==> src/rtl/core/gb3_pkg.sv <==
// Shared types and constants of the 3x3 Gaussian blur.
// Used by every module of the block; no dependencies of its own.
package gb3_pkg;

    localparam int PIX_W    = 8;
    localparam int ROW_W    = 12;
    localparam int COL_W    = 10;
    localparam int NCOLS_W  = 11;
    localparam int COEF_W   = 16;
    localparam int MAX_COLS = 1024;
    localparam int ADDR_W   = $clog2(MAX_COLS);
    localparam int CFG_IDX_W = 3;
    localparam int CFG_W    = 16;
    localparam int TDATA_W  = 32;

    // Smallest frame dimension that the window supports.
    localparam int MIN_DIM  = 3;

    localparam logic [ROW_W-1:0]   ROWS_RESET   = ROW_W'(480);
    localparam logic [NCOLS_W-1:0] COLS_RESET   = NCOLS_W'(640);
    localparam logic [COEF_W-1:0]  CENTER_RESET = COEF_W'(21752);
    localparam logic [COEF_W-1:0]  EDGE_RESET   = COEF_W'(8002);
    localparam logic [COEF_W-1:0]  CORNER_RESET = COEF_W'(2944);

    typedef logic [PIX_W-1:0] pix_t;
    typedef logic [COEF_W-1:0] coef_t;

    // Nine taps, index 3*row + column, top-left first.
    typedef logic [8:0][PIX_W-1:0] win_t;

    typedef struct packed {
        logic [ROW_W-1:0] row;
        logic [COL_W-1:0] col;
        logic             last_col;
        logic             last_row;
        logic             emit;
        logic             interior;
    } pos_t;

    // Everything needed to issue the results caused by one input pixel.
    typedef struct packed {
        pos_t pos;
        pix_t value;
        pix_t right;
        pix_t below;
        pix_t corner;
    } job_t;

    typedef enum logic [CFG_IDX_W-1:0] {
        CFG_NUM_ROWS    = 3'd0,
        CFG_NUM_COLS    = 3'd1,
        CFG_COEF_CENTER = 3'd2,
        CFG_COEF_EDGE   = 3'd3,
        CFG_COEF_CORNER = 3'd4
    } cfg_idx_t;

    typedef enum logic [1:0] {
        STEP_MAIN,
        STEP_RIGHT,
        STEP_BELOW,
        STEP_CORNER
    } step_t;

endpackage

==> src/rtl/core/gb3_emit.sv <==
// Result sequencer of the Gaussian blur: turns one job into up to four
// results in raster order and holds the output register. Depends on gb3_pkg.
module gb3_emit (
    input  logic                          clk,
    input  logic                          rst_n,
    input  logic                          in_valid,
    output logic                          in_ready,
    input  gb3_pkg::job_t                 in_job,
    output logic                          out_valid,
    input  logic                          out_ready,
    output logic [gb3_pkg::ROW_W-1:0]     out_row,
    output logic [gb3_pkg::COL_W-1:0]     out_col,
    output gb3_pkg::pix_t                 out_value,
    output logic                          out_last,
    output logic                          out_done
);
    import gb3_pkg::*;

    job_t             job_reg;
    logic             job_valid_reg;
    step_t            step_reg;
    step_t            step_next;
    step_t            step_after;

    logic             out_valid_reg;
    logic [ROW_W-1:0] out_row_reg;
    logic [COL_W-1:0] out_col_reg;
    pix_t             out_value_reg;
    logic             out_last_reg;
    logic             out_done_reg;

    logic [ROW_W-1:0] cur_row;
    logic [COL_W-1:0] cur_col;
    pix_t             cur_value;
    logic             cur_last;
    logic             out_free;
    logic             fire;
    logic             load;

    assign out_free = !out_valid_reg || out_ready;
    assign fire     = job_valid_reg && out_free;
    assign in_ready = !job_valid_reg || (out_free && cur_last);
    assign load     = in_valid && in_ready;

    // Order: the pixel up-left of the input, then at the row end the one
    // straight up, on the last row the left one, at the frame end the input.
    always_comb
    begin
        cur_row    = job_reg.pos.row - ROW_W'(1);
        cur_col    = job_reg.pos.col - COL_W'(1);
        cur_value  = job_reg.value;
        cur_last   = 1'b1;
        step_after = STEP_MAIN;
        case (step_reg)
            STEP_MAIN:
            begin
                if (job_reg.pos.last_col)
                begin
                    cur_last   = 1'b0;
                    step_after = STEP_RIGHT;
                end
                else if (job_reg.pos.last_row)
                begin
                    cur_last   = 1'b0;
                    step_after = STEP_BELOW;
                end
            end
            STEP_RIGHT:
            begin
                cur_col   = job_reg.pos.col;
                cur_value = job_reg.right;
                if (job_reg.pos.last_row)
                begin
                    cur_last   = 1'b0;
                    step_after = STEP_BELOW;
                end
            end
            STEP_BELOW:
            begin
                cur_row   = job_reg.pos.row;
                cur_value = job_reg.below;
                if (job_reg.pos.last_col)
                begin
                    cur_last   = 1'b0;
                    step_after = STEP_CORNER;
                end
            end
            STEP_CORNER:
            begin
                cur_row   = job_reg.pos.row;
                cur_col   = job_reg.pos.col;
                cur_value = job_reg.corner;
            end
            default:
            begin
                cur_last = 1'b1;
            end
        endcase

        if (load)
        begin
            step_next = STEP_MAIN;
        end
        else if (fire && !cur_last)
        begin
            step_next = step_after;
        end
        else
        begin
            step_next = step_reg;
        end
    end

    always_ff @(posedge clk or negedge rst_n)
    begin
        if (!rst_n)
        begin
            step_reg      <= STEP_MAIN;
            job_valid_reg <= 1'b0;
            out_valid_reg <= 1'b0;
        end
        else
        begin
            step_reg <= step_next;
            if (load)
            begin
                job_valid_reg <= 1'b1;
            end
            else if (fire && cur_last)
            begin
                job_valid_reg <= 1'b0;
            end

            if (fire)
            begin
                out_valid_reg <= 1'b1;
            end
            else if (out_ready)
            begin
                out_valid_reg <= 1'b0;
            end
        end
    end

    always_ff @(posedge clk)
    begin
        if (load)
        begin
            job_reg <= in_job;
        end
        if (fire)
        begin
            out_row_reg   <= cur_row;
            out_col_reg   <= cur_col;
            out_value_reg <= cur_value;
            out_last_reg  <= cur_last;
            out_done_reg  <= cur_last && job_reg.pos.last_row && job_reg.pos.last_col;
        end
    end

    assign out_valid = out_valid_reg;
    assign out_row   = out_row_reg;
    assign out_col   = out_col_reg;
    assign out_value = out_value_reg;
    assign out_last  = out_last_reg;
    assign out_done  = out_done_reg;

`ifndef SYNTHESIS
    done_is_last: assert property (@(posedge clk) disable iff (!rst_n)
        out_valid_reg && out_done_reg |-> out_last_reg)
        else $error("frame end flagged on a result that is not the last of its run");

    job_held: assert property (@(posedge clk) disable iff (!rst_n)
        fire && !cur_last |=> job_valid_reg && step_reg != STEP_MAIN)
        else $error("job dropped before all its results were issued");

    corner_only_at_end: assert property (@(posedge clk) disable iff (!rst_n)
        job_valid_reg && step_reg == STEP_CORNER
            |-> job_reg.pos.last_col && job_reg.pos.last_row)
        else $error("corner result issued away from the frame end");
`endif

endmodule

==> config.mk <==
export PLATFORM = sky130hd
export DESIGN_NAME = gb3_emit
export DESIGN_NICKNAME = d
export VERILOG_FILES = /design/src/rtl/core/gb3_pkg.sv /design/src/rtl/core/gb3_emit.sv
export SDC_FILE = /design/constraint.sdc
export NUM_CORES = 1
export LEC_CHECK = 0
export ABC_CLOCK_PERIOD_IN_PS = 6300
export BUFFER_PORTS_ARGS = -buffer_cell sky130_fd_sc_hd__buf_2
export CORE_MARGIN = 2
export CORE_UTILIZATION = 40
export DETAILED_ROUTE_END_ITERATION = 8
export GPL_TIMING_DRIVEN = 0
export PLACE_DENSITY = 0.76
export SLEW_MARGIN = 25
export SYNTH_ARGS = -nofsm -noshare
export SYNTH_HDL_FRONTEND = slang
export SYNTH_SLANG_ARGS = --single-unit
==> constraint.sdc <==
create_clock -name clk -period 6.3 [get_ports clk]
set_clock_uncertainty 0.15 [all_clocks]
set_input_delay 1.26 -clock clk [delete_from_list [all_inputs] [get_ports clk]]
set_output_delay 1.26 -clock clk [all_outputs]
set_load 0.02 [all_outputs]
# == After elaboration in Yosys (flattened, before gate mapping) ==
# Cells that the tools add are included.
# W data, S select, Z words.
# totals
register_bits,92
inputBits,62
output_inout_bits,34
wordCells,56
# classes
addsub,2
eq_ne,3
n_mux,17
reduce_logical,18
# ops
operator,n
$pmux W8 S3,1
$mux W12,1
$sub A12 B1 Y12 const B,1
$mux W10,1
$mux W2,5
$sub A10 B1 Y10 const B,1
$logic_and A1 B1 Y1,7
$mux W1,7
$pmux W2 S3,1
$reduce_bool A2 Y1,3
$eq A2 B2 Y1 const B,2
$reduce_or A2 Y1,2
$logic_not A1 Y1,3
$pmux W1 S3,1
$eq A2 B1 Y1 const B,1
$logic_not A2 Y1,1
$logic_or A1 B1 Y1,2

# == Logic depth before layout (Yosys ltp) ==
# depth
word_depth,7
depth_mapped,5
mapped_depth_nobuf,5

# == Worst setup path after synthesis ==
# OpenSTA, ideal clock, no wires.
# synth_path
path_type,input port to flip-flop
start,input out_ready
end,"register job_reg[0] (netlist bit), enable pin"
setup_ns,0.419
arrival_time_ns,3.387
required_ns,5.731
slack_ns,2.344
path_stages,3
n_path_buf,0
path_cell_list,nor2b_1 -> o31ai_1 -> and2_1
# synth_between
elab_chain_len,4
# synth_lines
item,line,rtl
"start, declared",gb3_emit.sv:10,"input logic out_ready,"
$logic_or A1 B1 Y1,gb3_emit.sv:40,assign out_free = !out_valid_reg || out_ready;
$logic_and A1 B1 Y1,gb3_emit.sv:42,assign in_ready = !job_valid_reg || (out_free && cur_last);
$logic_or A1 B1 Y1,gb3_emit.sv:42,
via in_ready,gb3_emit.sv:7,"output logic in_ready,"
$logic_and A1 B1 Y1,gb3_emit.sv:43,assign load = in_valid && in_ready;
via load,gb3_emit.sv:38,logic load;
"end signal, assigned",gb3_emit.sv:149,job_reg <= in_job;
"end, declared",gb3_emit.sv:19,job_t job_reg;
# The timed path passes the listed nets, and every way through them passes these cells.
# A chain may end at the register's enable or synchronous reset.

# == Worst setup path in the final report ==
# layout_path
start,input out_ready
end,output in_ready
# layout_between
elab_chain_len,3
# layout_lines
item,line
$logic_or A1 B1 Y1,gb3_emit.sv:40
$logic_and A1 B1 Y1,gb3_emit.sv:42
$logic_or A1 B1 Y1,gb3_emit.sv:42
"end, declared",gb3_emit.sv:7
# Every way passes these cells.

==> impl_metrics.csv <==
group,metric,value,unit
outcome,status,"finished, final reports clean",
clock_tree,clkLatencyLatePin,0.35,ns
clock_tree,clkTransAtPathRegs,0.07,ns
drt,met1_length,2370,µm
clock_tree,cts.sinks,92,
final_layout,seq_area,2740,µm²
synthesis,syn_inst,180,
sta,fmax,293,MHz
worst_setup_path,path_cells,"buf_2 > nor2b_1 > o31ai_1 > buf_2",
final_layout,largest_reg_flops,56,
die,dieArea,9500,µm²
drt,route.detailed.drc,0,
final_layout,drive_above_1_share,0.431,
sta,slew_viol_final,0,
drt,avgViaCountPerCell,4.74,
final_layout,area_delta_synth_final,24.6,%
synthesis,synth.avg_cell_area,19.4,µm²
worst_setup_path,slowest_stage,"o31ai_1",
global_routing,grt_pass1_wl,9290,µm
sta,fin_crit,3.41,ns
sta,fin_crit_sh,0.541,
sta,rsz0062_at_grt,"false",
clock_tree,hold_buffers,0,
power,peakVddDrop,206,µV
final_layout,fillers,751,
clock_tree,cts_max_level,3,
sta,setup_slack,2.89,ns
clock_tree,cts_resized,0,
drt,dr.pass1.iters,4,
placement,hpwlAfterDp,4110,µm
hold_path,min_path_type,"reg2reg",
drt,vias,1878,
final_layout,fin_cells,396,
final_layout,nets,349,
placement,place_area,4130,µm²
global_routing,grt_max_degree,57,
global_routing,grt_overflow,0,
sta,worst_slew_pin_slew,0.712,ns
worst_setup_path,required,4.89,ns
synthesis,synthMuxAreaShare,0.0548,
sta,hold_viol_final,0,
synthesis,synthesis.area,3490,µm²
drt,drt_iter0_drc,42,
global_routing,grt.total_usage,0.128,
drt,met2_wirelength,3010,µm
worst_setup_path,crit_type,"in2out",
synthesis,synth_cell_types,31,
die,fp.dieH,97.5,µm
synthesis,synth-seq-cells,92,
drt,top_layer_used,"met4",
drt,wire_per_inst,14.6,µm
clock_tree,cts_made_buffers,9,
die,coreArea,8590,µm²
drt,ant_nets,0,
final_layout,multi_input_area,712,µm²
global_routing,antenna_found_initial,0,
job,drv_cap,0,
final_layout,final_common_cell,"buf_2",
placement,dpl_worst_slack,2.90,ns
synthesis,syn_nets,244,
worst_setup_path,ff2ff_path_depth,4,
synthesis,synth_xor_area_frac,0.0501,
die,pin_count,96,
synthesis,synth_adder_area_share,0.00716,
synthesis,yosysWarnings,0,
synthesis,synth-seq-area-share,0.785,
worst_setup_path,end_kind,"primary output",
die,num_rows,34,
clock_tree,cts_root_buffer,"clkbuf_8",
worst_setup_path,worstPathMaxFanout,3,
sta,slew_headroom,0.522,
synthesis,synth_top_family_by_area,"simple AND/OR/NAND/NOR gates",
final_layout,n_antenna_cell,0,
placement,globalplace.congestion,0.805,
sta,setup_viol,0,
placement,placed_cells,382,
sta,tns,0,ns
synthesis,yosys.area_share.simple,0.0806,
final_layout,mostFrequentLayoutCells,"buf_2 (94), edfxtp_1 (88), xnor2_1 (14)",
placement,io_buffers,93,
global_routing,grt_pass1_vias,1890,
clock_tree,cts_tree,"done",
final_layout,final_cell_area,4350,µm²
hold_path,hold_path_depth,1,
worst_setup_path,crit_top_cell,"buf_2",
drt,drt-total-wl,5780,µm
clock_tree,post_cts_buffers,0,
worst_setup_path,crit_arrival,2.00,ns
die,start_util,0.407,
clock_tree,clockBufferDepth,2,
die,chipWidth,97.5,µm
drt,dr_wl_met3,342,µm
worst_setup_path,start_kind,"primary input",
worst_setup_path,critPathMaxStageDelay,0.35,ns
power,power.leakage,1.63,nW
synthesis,synth_compound_area_frac,0.0100,
power,power_density,395,nW/µm²
-- cell families (layout without fill, tap and decap cells) --
family | count (synthesis) | after routing
adder cells (fa/ha/maj) | 2 | 2
multiplexers | 9 | 9
buffers and inverters | 9 | 117
AND/OR/NAND/NOR | 43 | 43
XOR/XNOR | 20 | 20
flip-flops | 92 | 92
AO/OA/AOI/OAI | 5 | 5
-- through the flow --
stage,util,power (mW),hold slack [ns]
2_1_floorplan,-,1.15,0.377
3_3_place_gp,0.476,1.28,0.390
3_5_place_dp,0.480,1.30,0.404
4_1_cts,0.506,1.75,0.425
5_1_grt,0.506,1.81,0.426
6_report,0.506,1.72,0.417
-- worst max-delay path, delay by kind of cell --
family | cells | cell delay, ns
compound gates | 1 | 0.35
buf+inv | 2 | 0.33
simple gates | 1 | 0.06
-- where the power goes --
group	switching, mW	total [mW]	internal, mW
logic	0.241	0.402	0.160
clock network	0.191	0.450	0.258
registers	0.0409	0.869	0.828
-- final cells by class --
cell class                      instances  area share
Buffer                                  4     0.00546
Clock buffer                            9      0.0285
Clock inverter                          5      0.0236
Inverter                                5     0.00431
Multi-Input combinational cell         79       0.164
Sequential cell                        92       0.630
Tap cell                              108      0.0311
Timing Repair Buffer                   94       0.113
-- synth_stat cells, drive strengths merged --
| master | number | area share |
|---|---|---|
| a32o | 1 | 0.0029 |
| and2 | 2 | 0.0036 |
| and4 | 1 | 0.0025 |
| buf | 3 | 0.0057 |
| clkbuf | 1 | 0.0011 |
| dfrtp | 4 | 0.029 |
| edfxtp | 88 | 0.76 |
| ha | 2 | 0.0072 |
| inv | 5 | 0.0054 |
| mux2 | 1 | 0.0032 |
| mux4 | 8 | 0.052 |
| nand2 | 8 | 0.0086 |
| nand2b | 4 | 0.0072 |
| nand3 | 2 | 0.0029 |
| nand3b | 1 | 0.0021 |
| nand4 | 3 | 0.0054 |
| nand4b | 2 | 0.0050 |
| nor2 | 4 | 0.0043 |
| nor2b | 4 | 0.0072 |
| nor3 | 5 | 0.0072 |
| nor4 | 3 | 0.0054 |
| nor4b | 3 | 0.016 |
| o211ai | 1 | 0.0021 |
| o21ai | 2 | 0.0029 |
| o31ai | 1 | 0.0021 |
| or4 | 1 | 0.0032 |
| xnor2 | 14 | 0.035 |
| xor2 | 6 | 0.015 |
-- final timing paths --
check                            start          end  slack, ns
setup / recovery             out_ready     in_ready       2.89
hold / removal             job_reg[45]   out_col[9]       0.42
setup reg to reg           step_reg[1]  job_reg[45]       3.96
hold reg to reg            job_reg[45]   out_col[9]       0.42
max in group asynchronous        rst_n  step_reg[1]       5.32
min in group asynchronous        rst_n  step_reg[0]       0.56
-- per-layer routing --
metal / track usage / vias up
met4: 0.0545 / 0
met3: 0.0317 / 7
met5: 0 / -
met1: 0.153 / 906
met2: 0.219 / 61
li1: - / 904
No activity file was read; power rests on OpenSTA's default activity.
