===== src/rtl/core/gb3_pkg.sv =====
// Shared types and constants of the 3x3 Gaussian blur.
// Used by every module of the block; no dependencies of its own.
package gb3_pkg;

    localparam int PIX_W    = 8;
    localparam int ROW_W    = 12;
    localparam int COL_W    = 10;
    localparam int NCOLS_W  = 11;
    localparam int COEF_W   = 16;
    localparam int MAX_COLS = 1024;
    localparam int ADDR_W   = $clog2(MAX_COLS);
    localparam int CFG_IDX_W = 3;
    localparam int CFG_W    = 16;
    localparam int TDATA_W  = 32;

    // Smallest frame dimension that the window supports.
    localparam int MIN_DIM  = 3;

    localparam logic [ROW_W-1:0]   ROWS_RESET   = ROW_W'(480);
    localparam logic [NCOLS_W-1:0] COLS_RESET   = NCOLS_W'(640);
    localparam logic [COEF_W-1:0]  CENTER_RESET = COEF_W'(21752);
    localparam logic [COEF_W-1:0]  EDGE_RESET   = COEF_W'(8002);
    localparam logic [COEF_W-1:0]  CORNER_RESET = COEF_W'(2944);

    typedef logic [PIX_W-1:0] pix_t;
    typedef logic [COEF_W-1:0] coef_t;

    // Nine taps, index 3*row + column, top-left first.
    typedef logic [8:0][PIX_W-1:0] win_t;

    typedef struct packed {
        logic [ROW_W-1:0] row;
        logic [COL_W-1:0] col;
        logic             last_col;
        logic             last_row;
        logic             emit;
        logic             interior;
    } pos_t;

    // Everything needed to issue the results caused by one input pixel.
    typedef struct packed {
        pos_t pos;
        pix_t value;
        pix_t right;
        pix_t below;
        pix_t corner;
    } job_t;

    typedef enum logic [CFG_IDX_W-1:0] {
        CFG_NUM_ROWS    = 3'd0,
        CFG_NUM_COLS    = 3'd1,
        CFG_COEF_CENTER = 3'd2,
        CFG_COEF_EDGE   = 3'd3,
        CFG_COEF_CORNER = 3'd4
    } cfg_idx_t;

    typedef enum logic [1:0] {
        STEP_MAIN,
        STEP_RIGHT,
        STEP_BELOW,
        STEP_CORNER
    } step_t;

endpackage


===== src/rtl/core/gb3_mac.sv =====
// Weighted sum of the 3x3 window: one stage of products, one stage of
// rounding, saturation and border selection. Depends on gb3_pkg.
module gb3_mac (
    input  logic           clk,
    input  logic           rst_n,
    input  logic           in_valid,
    output logic           in_ready,
    input  gb3_pkg::pos_t  in_pos,
    input  gb3_pkg::win_t  in_win,
    input  gb3_pkg::coef_t coef_center,
    input  gb3_pkg::coef_t coef_edge,
    input  gb3_pkg::coef_t coef_corner,
    output logic           out_valid,
    input  logic           out_ready,
    output gb3_pkg::job_t  out_job
);
    import gb3_pkg::*;

    localparam int CPROD_W = COEF_W + PIX_W;
    localparam int SUM4_W  = PIX_W + 2;
    localparam int NPROD_W = COEF_W + SUM4_W;
    localparam int ACC_W   = COEF_W + PIX_W + 4;
    localparam int HI_W    = ACC_W - COEF_W;
    localparam logic [ACC_W-1:0] ROUND_HALF = ACC_W'(1) << (COEF_W - 1);

    logic               c_valid_reg;
    pos_t               c_pos_reg;
    logic [CPROD_W-1:0] c_prod_c_reg;
    logic [NPROD_W-1:0] c_prod_e_reg;
    logic [NPROD_W-1:0] c_prod_k_reg;
    pix_t               c_w4_reg;
    pix_t               c_w5_reg;
    pix_t               c_w7_reg;
    pix_t               c_w8_reg;

    logic               d_valid_reg;
    job_t               d_job_reg;

    logic [SUM4_W-1:0]  orth;
    logic [SUM4_W-1:0]  diag;
    logic [ACC_W-1:0]   acc;
    logic [HI_W-1:0]    scaled;
    pix_t               blurred;
    job_t               job_next;
    logic               c_to_d;
    logic               d_free;

    assign orth = SUM4_W'(in_win[1]) + SUM4_W'(in_win[3])
                + SUM4_W'(in_win[5]) + SUM4_W'(in_win[7]);
    assign diag = SUM4_W'(in_win[0]) + SUM4_W'(in_win[2])
                + SUM4_W'(in_win[6]) + SUM4_W'(in_win[8]);

    assign acc = ACC_W'(c_prod_c_reg) + ACC_W'(c_prod_e_reg)
               + ACC_W'(c_prod_k_reg) + ROUND_HALF;
    assign scaled  = acc[ACC_W-1:COEF_W];
    assign blurred = (|scaled[HI_W-1:PIX_W]) ? {PIX_W{1'b1}} : scaled[PIX_W-1:0];

    // Pixels next to the frame border keep their original value.
    always_comb
    begin
        job_next.pos    = c_pos_reg;
        job_next.value  = c_pos_reg.interior ? blurred : c_w4_reg;
        job_next.right  = c_w5_reg;
        job_next.below  = c_w7_reg;
        job_next.corner = c_w8_reg;
    end

    assign d_free   = !d_valid_reg || out_ready;
    assign in_ready = !c_valid_reg || d_free;
    assign c_to_d   = c_valid_reg && d_free;

    always_ff @(posedge clk)
    begin
        if (in_valid && in_ready)
        begin
            c_pos_reg    <= in_pos;
            c_prod_c_reg <= CPROD_W'(coef_center) * CPROD_W'(in_win[4]);
            c_prod_e_reg <= NPROD_W'(coef_edge) * NPROD_W'(orth);
            c_prod_k_reg <= NPROD_W'(coef_corner) * NPROD_W'(diag);
            c_w4_reg     <= in_win[4];
            c_w5_reg     <= in_win[5];
            c_w7_reg     <= in_win[7];
            c_w8_reg     <= in_win[8];
        end
        if (c_to_d)
        begin
            d_job_reg <= job_next;
        end
    end

    always_ff @(posedge clk or negedge rst_n)
    begin
        if (!rst_n)
        begin
            c_valid_reg <= 1'b0;
            d_valid_reg <= 1'b0;
        end
        else
        begin
            if (in_valid && in_ready)
            begin
                c_valid_reg <= 1'b1;
            end
            else if (c_to_d)
            begin
                c_valid_reg <= 1'b0;
            end

            if (c_to_d)
            begin
                d_valid_reg <= 1'b1;
            end
            else if (out_ready)
            begin
                d_valid_reg <= 1'b0;
            end
        end
    end

    assign out_valid = d_valid_reg;
    assign out_job   = d_job_reg;

endmodule


===== config.mk =====
export PLATFORM = sky130hd
export DESIGN_NAME = gb3_mac
export DESIGN_NICKNAME = d
export VERILOG_FILES = /design/src/rtl/core/gb3_pkg.sv /design/src/rtl/core/gb3_mac.sv
export SDC_FILE = /design/constraint.sdc
export NUM_CORES = 1
export LEC_CHECK = 0
export BUFFER_PORTS_ARGS = -buffer_cell sky130_fd_sc_hd__buf_2
export CAP_MARGIN = 20
export CORE_UTILIZATION = 30
export CTS_BUF_LIST = sky130_fd_sc_hd__clkbuf_16
export DETAILED_ROUTE_END_ITERATION = 16
export SYNTH_ARGS = -nofsm -noshare
export SYNTH_HDL_FRONTEND = slang
export SYNTH_SLANG_ARGS = --single-unit

===== constraint.sdc =====
create_clock -name clk -period 9.1 [get_ports clk]
set_input_delay 1.365 -clock clk [delete_from_list [all_inputs] [get_ports clk]]
set_output_delay 1.365 -clock clk [all_outputs]
set_load 0.005 [all_outputs]

-- Word level (Yosys, flattened, before mapping)
Cells that the tools add are included.
- register bits after elaboration: 194
- output and inout port bits: 60
- input bits: 150
- word-level logic and storage cells: 52
- muxes and demuxes: 6
- add/subtract/negate cells: 9
- reductions and logical operators: 9
- multipliers: 3
- operators with widths (cell ; count):
    16-bit by 10-bit multiplier with 26-bit output ; 2
    27-bit by 26-bit adder with 28-bit output ; 1
    28-bit by 16-bit adder with 28-bit output (second input constant) ; 1
    24-bit by 26-bit adder with 27-bit output ; 1
    16-bit by 8-bit multiplier with 24-bit output ; 1
    10-bit by 8-bit adder with 10-bit output ; 2
    9-bit by 8-bit adder with 10-bit output ; 2
    8-bit by 8-bit adder with 9-bit output ; 2
    8-bit 2-to-1 mux ; 2
    1-bit 2-to-1 mux ; 4
    2-bit nonzero test ; 2
    4-bit OR reduction ; 1
    1-bit logical AND ; 2
    1-bit logical NOT ; 2
    1-bit logical OR ; 2

-- Longest topological paths before layout
Gate-level depths: netlist (run 1).
- depth in word-level cells: 6
- mapped depth: 37
- gate-level depth less buffers: 35

-- Worst setup path after synthesis (run 1)
No wires, ideal clock.
- path type: input -> register
- start point: input in_win[9] in the netlist's numbering
- end point: register c_prod_e_reg[25] (data pin)
- path slack: 0.053 ns
- data arrival time: 8.790 ns
- cell stages on the path: 35
- buffers on the path: 1
- setup time: 0.258 ns
- data required time: 8.842 ns
- cells stage by stage: inv_1 > fa_1 > fa_1 > inv_1 > ha_1 > inv_1 > fa_1 > inv_1 > a21oi_1 > o21ai_0 > a21oi_1 > nor2_1 > nor2_1 > xnor2_1 > clkbuf_1 > nand2_1 > fa_1 > fa_1 > inv_1 > fa_1 > fa_1 > inv_1 > fa_1 > inv_1 > ha_1 > o21a_1 > nand3_1 > a21oi_1 > a221o_1 > a21oi_1 > a2111oi_1 > o21a_1 > o21a_1 > o41a_1 > xnor2_1
- word-level cells in the longest chain between the ends: 4
- ends and longest elaborated chain (element ; line ; RTL):
    start, declared ; gb3_mac.sv:9 ; input gb3_pkg::win_t in_win,
    8-bit by 8-bit adder with 9-bit output ; gb3_mac.sv:48 ; assign orth = SUM4_W'(in_win[1]) + SUM4_W'(in_win[3])
    9-bit by 8-bit adder with 10-bit output ; gb3_mac.sv:49 ; + SUM4_W'(in_win[5]) + SUM4_W'(in_win[7]);
    10-bit by 8-bit adder with 10-bit output ; gb3_mac.sv:49 ;
    16-bit by 10-bit multiplier with 26-bit output ; gb3_mac.sv:78 ; c_prod_e_reg <= NPROD_W'(coef_edge) * NPROD_W'(orth);
    end signal, assigned ; gb3_mac.sv:78 ;
    end, declared ; gb3_mac.sv:29 ; logic [NPROD_W-1:0] c_prod_e_reg;
Every way passes these cells.
A chain may end at the register's enable or synchronous reset.

-- Final worst setup path (run 1)
- start point: input in_win[10] in the netlist's numbering
- end point: register c_prod_e_reg[25] (data pin)
The elaborated chain is that of the path after synthesis.

==> impl_metrics.py, run 1 <==
metrics = {
    "setup_path": {
        "cp_common_cell": "fa_1",
        "worst-endpoint-arrival_ns": 8.82,
        "slowest_stage": "fa_1",
        "max_stage_delay_ns": 0.54,
        "ff2ff_path_depth": 12,
        "path_class": "input pin to flip-flop",
        "r2r-start": "c_prod_c_reg[6]",
        "start_kind": "input pin",
        "critPathRequiredTime_ns": 9.34,
        "crit_fanout": 5,
        "reg2reg_slack_ns": 5.05,
        "crit_path_end_kind": "flip-flop",
        "r2r_end": "out_job[27]",
    },
    "detailed_routing": {
        "vias": 14800,
        "drcViolationCount": 0,
        "drt_iter0_markers": 629,
        "dr.pass1.iters": 5,
        "via_per_inst": 4.42,
        "ant_nets": 0,
        "wire_per_inst_um": 14.9,
        "routed_wirelength_um": 49900,
    },
    "clocking": {
        "cts_tree": "built",
        "cts_made_buffers": 17,
        "cts.sink_count": 194,
        "path_clk_slew_ns": 0.08,
        "holdBufCountCts": 0,
        "cts_buffer_depth": 2,
        "clkLatencyLatePin_ns": 0.48,
        "root_buffer": "clkbuf_16",
        "post_cts_resized": 0,
        "ctsHtreeMaxLevel": 4,
        "post-cts-setup-buffers": 0,
    },
    "sta": {
        "fin_crit_sh_pct": 94.3,
        "hold_viol": 0,
        "relSlewSlack_pct": 36.0,
        "skew_ns": 0.0206,
        "max_freq_mhz": 116,
        "finalSetupViolations": 0,
        "layout_min_cycle_time_ns": 8.58,
        "max_slew.worst_pin.slew_ns": 0.936,
        "slew_violations": 0,
        "rsz0062_at_grt": "false",
        "fin_hold_ws_ns": 0.414,
        "fin_tns_setup_ns": 0,
    },
    "floorplan": {
        "fp-row-count": 100,
        "die-area_sq_um": 76900,
        "coreArea_sq_um": 74700,
        "fp.dieW_um": 277,
        "die_h_um": 277,
        "io_pins": 210,
        "initial_utilization_pct": 30.4,
    },
    "worst_hold_path": {
        "hold_path_depth": 0,
        "hp-start": "c_w8_reg[1]",
        "holdPathEnd": "out_job[1]",
        "worst_hold_path_type": "flip-flop to flip-flop",
    },
    "global_route": {
        "antenna_found_initial": 1,
        "grt_pass1_wl_um": 83600,
        "grt_max_degree": 66,
        "gr-usage-all-layers_pct": 13.7,
        "grt_pass1_vias": 15800,
        "grt_overflow": 0,
    },
    "finish": {
        "final_common_cell": "inv_1",
        "nNetsFinal": 3105,
        "largest_reg_flops": 58,
        "most-common-layout-cells": "inv_1, fa_1, ha_1",
        "antenna_cells": 0,
        "fin_area_sq_um": 25900,
        "syn2layout_area_growth_pct": 13.9,
        "utilization_pct": 34.7,
        "final_layout_size_suffix_gt1_share_pct": 13.3,
    },
    "placement": {
        "io_buffers": 209,
        "gp_congestion": 0.804,
        "post_dp_cell_area_sq_um": 25200,
        "hpwlAfterDp_um": 41200,
    },
    "synth": {
        "synth_top_family_by_area": "adder cells",
        "synth.distinct_cells": 59,
        "synth_fa_ha_area_share_pct": 44.6,
        "yosys_warnings": 0,
        "synth-edff-count": 192,
        "synth-simple-area-share_pct": 13.6,
        "yosys.area_share.xor_xnor_pct": 2.93,
        "synth_mux_area_share_pct": 0,
        "ys.flop_type": "edfxtp_1",
        "synth-seq-area-share_pct": 25.6,
        "syn_inst": 2123,
        "async_flop_share_pct": 1.03,
        "syn_nets": 2868,
        "syn_area_sq_um": 22700,
        "synth_area_per_cell_sq_um": 10.7,
        "synth_compound_area_share_pct": 5.60,
        "synth_seq_cells": 194,
    },
    "job": {
        "cap_violations": 0,
    },
    "status": {
        "outcome": "completed",
    },
}
final cells by class:
class | instances | area [sq um]
fill | 7453 | 48800
inverter | 415 | 1560
multi-input combinational | 1469 | 15200
sequential | 194 | 5820
clock buffer | 17 | 425
tap | 969 | 1210
clock inverter | 15 | 231
timing repair buffer | 263 | 1450
through the flow:
step                worst slack, ns  std cells
floorplan                    0.0526       2123
CTS                           0.421       3342
global route                 0.0436       3342
finish                        0.516       3342
global placement            -0.0605       3310
detailed placement          -0.0931       3310
worst max-delay path, delay by kind of cell:
kind / cells / cell delay (ns)
adder cells (fa/ha/maj): 9 / 3.99
AO/OA/AOI/OAI: 14 / 2.65
XOR/XNOR: 2 / 0.32
buffers and inverters: 6 / 0.30
AND/OR/NAND/NOR: 2 / 0.20
per-layer routing:
layer / part of all wire, % / track usage, %
met2: 49 / 23.7
met4: 1.4 / 3.43
met5: 0.034 / 0
met3: 2.7 / 2.06
met1: 46 / 18.0
Yosys cell counts (2+ instances only):
library cell / count / share of area, %
a2111o_1: 2 / 0.099
a2111oi_0: 4 / 0.15
a211o_1: 4 / 0.15
a211oi_1: 6 / 0.20
a21o_1: 17 / 0.56
a21oi_1: 67 / 1.5
a21oi_2: 2 / 0.077
a31o_2: 3 / 0.12
and2_1: 233 / 6.4
buf_1: 5 / 0.083
clkbuf_1: 40 / 0.66
dfrtp_1: 2 / 0.22
edfxtp_1: 192 / 25
fa_1: 360 / 32
ha_1: 235 / 13
inv_1: 415 / 6.9
nand2_1: 206 / 3.4
nand2b_1: 43 / 1.2
nand3_1: 11 / 0.24
nand4_1: 2 / 0.055
nor2_1: 62 / 1.0
nor2b_1: 11 / 0.30
nor3_1: 23 / 0.51
nor4_1: 2 / 0.055
o211ai_1: 3 / 0.099
o21a_1: 13 / 0.43
o21ai_0: 32 / 0.70
o21ai_2: 3 / 0.12
o21ba_2: 2 / 0.088
o21bai_1: 11 / 0.36
o31a_1: 2 / 0.077
o31ai_1: 3 / 0.099
o41ai_2: 3 / 0.21
or2_2: 2 / 0.055
or3_1: 4 / 0.11
xnor2_1: 60 / 2.3
xor2_1: 16 / 0.62
how the worst max path moves through the flow:
stage                          start          endpoint  slack [ns]  cells past startpoint
after CTS                  in_win[9]  c_prod_e_reg[25]        0.42                     35
after global placement     in_win[9]  c_prod_e_reg[25]       -0.06                     35
after floorplan            in_win[9]  c_prod_e_reg[25]        0.05                     35
after global routing       in_win[9]  c_prod_e_reg[25]        0.04                     35
final                     in_win[10]  c_prod_e_reg[25]        0.52                     33
after detailed placement   in_win[9]  c_prod_e_reg[25]       -0.09                     35
logic make-up after synthesis:
family	count (synthesis)
compound gates	191
simple gates	607
fa+ha+maj	595
buf+inv	460
xor+xnor	76
flops	194
Power of run 1 is not shown: default switching activity piles up to over one toggle a cycle in this logic, so the estimate is an artifact.
==> run 2: changes to the inputs <==
--- a/config.mk
+++ b/config.mk
@@ -7,7 +7,7 @@
 export LEC_CHECK = 0
 export BUFFER_PORTS_ARGS = -buffer_cell sky130_fd_sc_hd__buf_2
 export CAP_MARGIN = 20
-export CORE_UTILIZATION = 30
+export CORE_UTILIZATION = 44
 export CTS_BUF_LIST = sky130_fd_sc_hd__clkbuf_16
 export DETAILED_ROUTE_END_ITERATION = 16
 export SYNTH_ARGS = -nofsm -noshare
==> run 2 against run 1 <==
Compared with the run above:
- routed wire length down 6.6%
- first-iteration DRC count down 4.8%
- worst hold slack better by 0.0075 ns
==> impl_metrics.py, run 2 (synthesis gave the netlist of run 1 again) <==
metrics = {
    "sta": {
        "relSlewSlack_pct": 36.5,
        "slew_violations": 0,
        "max_freq_mhz": 115,
        "hold_viol": 0,
        "finalSetupViolations": 0,
        "skew_ns": 0.0123,
        "layout_min_cycle_time_ns": 8.69,
        "max_slew.worst_pin.slew_ns": 0.928,
        "rsz0062_at_grt": "false",
        "fin_crit_sh_pct": 95.5,
    },
    "finish": {
        "antenna_cells": 0,
        "syn2layout_area_growth_pct": 11.8,
        "fin_cells": 3033,
        "final_common_cell": "inv_1",
        "largest_reg_flops": 58,
        "final_layout_size_suffix_gt1_share_pct": 12.9,
        "utilization_pct": 50.2,
        "most-common-layout-cells": "inv_1, fa_1, ha_1",
        "nNetsFinal": 3093,
    },
    "placement": {
        "io_buffers": 209,
        "place_inst": 3001,
        "hpwlAfterDp_um": 38300,
        "gp_congestion": 0.841,
    },
    "detailed_routing": {
        "ant_nets": 0,
        "drt_iter0_markers": 599,
        "dr.pass1.iters": 6,
        "routed_wirelength_um": 46600,
        "drcViolationCount": 0,
        "vias": 14900,
        "via_per_inst": 4.92,
        "wire_per_inst_um": 15.4,
    },
    "setup_path": {
        "crit_fanout": 4,
        "crit_path_end_kind": "flip-flop",
        "slowest_stage": "fa_1",
        "critPathRequiredTime_ns": 9.31,
        "path_class": "input pin to flip-flop",
        "cp_common_cell": "fa_1",
        "worst-endpoint-arrival_ns": 8.90,
        "max_stage_delay_ns": 0.56,
        "start_kind": "input pin",
    },
    "clocking": {
        "cts.sink_count": 194,
        "clkLatencyLatePin_ns": 0.46,
        "root_buffer": "clkbuf_16",
        "path_clk_slew_ns": 0.08,
        "cts_made_buffers": 17,
        "cts_buffer_depth": 2,
        "ctsHtreeMaxLevel": 4,
        "post-cts-setup-buffers": 0,
        "cts_tree": "built",
    },
    "global_route": {
        "grt_pass1_vias": 16300,
        "gr-usage-all-layers_pct": 18.9,
        "grt_pass1_wl_um": 80000,
        "grt_max_degree": 74,
        "grt_overflow": 0,
        "antenna_found_initial": 0,
    },
    "worst_hold_path": {
        "worst_hold_path_type": "flip-flop to flip-flop",
    },
    "job": {
        "cap_violations": 0,
    },
    "floorplan": {
        "io_pins": 210,
        "fp-row-count": 82,
        "coreArea_sq_um": 50600,
        "die_h_um": 229,
        "initial_utilization_pct": 44.9,
        "die-area_sq_um": 52600,
        "fp.dieW_um": 229,
    },
    "status": {
        "outcome": "completed",
    },
}
[run 2: changes by cell type in the layout (fill, tap and decap cells not counted), moves of 2 or more]
cell	before	now
buf_4	54	42
bufinv_16	5	2
clkinv_8	1	4
clkinvlp_4	3	0
inv_8	0	2
[run 2: worst paths after layout]
check	from	end	slack [ns]	cells after the start
worst max-delay path	in_win[9]	c_prod_e_reg[25]	0.41	36
worst min-delay path	c_w7_reg[0]	out_job[8]	0.42	0
worst max register to register	c_prod_c_reg[6]	out_job[24]	5.05	12
worst min register to register	c_w7_reg[0]	out_job[8]	0.42	0
max in group asynchronous	rst_n	c_valid_reg	8.33	1
min in group asynchronous	rst_n	out_valid	0.68	1
[run 2: per-stage QoR]
step,setup TNS (ns),worst slack (ns),cell area [sq um],hold WS [ns]
floorplan,0,0.0526,22700,0.400
global placement,0,0.00989,24800,0.401
detailed placement,-0.0877,-0.0877,24800,0.405
CTS,0,0.394,25400,0.422
global route,0,0.00858,25400,0.425
finish,0,0.412,25400,0.421
[run 2: what timing repair did]
action | 4_1_cts | 5_1_grt
hold endpoints to repair | 0 | 0
setup endpoints to repair | 0 | 1
resized for setup | 0 | 1
hold buffers | 0 | 0
[run 2: routing by layer]
metal / track usage [%] / routed length, um / part of all wire [%] / vias up
met4: 4.15 / 647 / 1.4 / 0
li1: - / - / - / 7135
met2: 33.0 / 23400 / 50 / 248
met1: 25.1 / 21200 / 46 / 7510
met3: 2.25 / 1350 / 2.9 / 43
met5: 0 / 0 / 0 / -
[run 2: area by class of cell]
type | instances | area [sq um]
Tap cell | 672 | 841
Inverter | 415 | 1560
Timing Repair Buffer | 251 | 1360
Fill cell | 4567 | 25200
Sequential cell | 194 | 5820
Multi-Input combinational cell | 1469 | 15200
Clock inverter | 15 | 211
Clock buffer | 17 | 425
[run 2: critical path, delay by kind of cell]
family                   cells  cell delay, ns
adder cells (fa/ha/maj)     10            4.22
AO/OA/AOI/OAI               13            2.30
buffers and inverters        8            0.46
AND/OR/NAND/NOR              4            0.39
XOR/XNOR                     1            0.13
Power of run 2 is left out for the same reason.
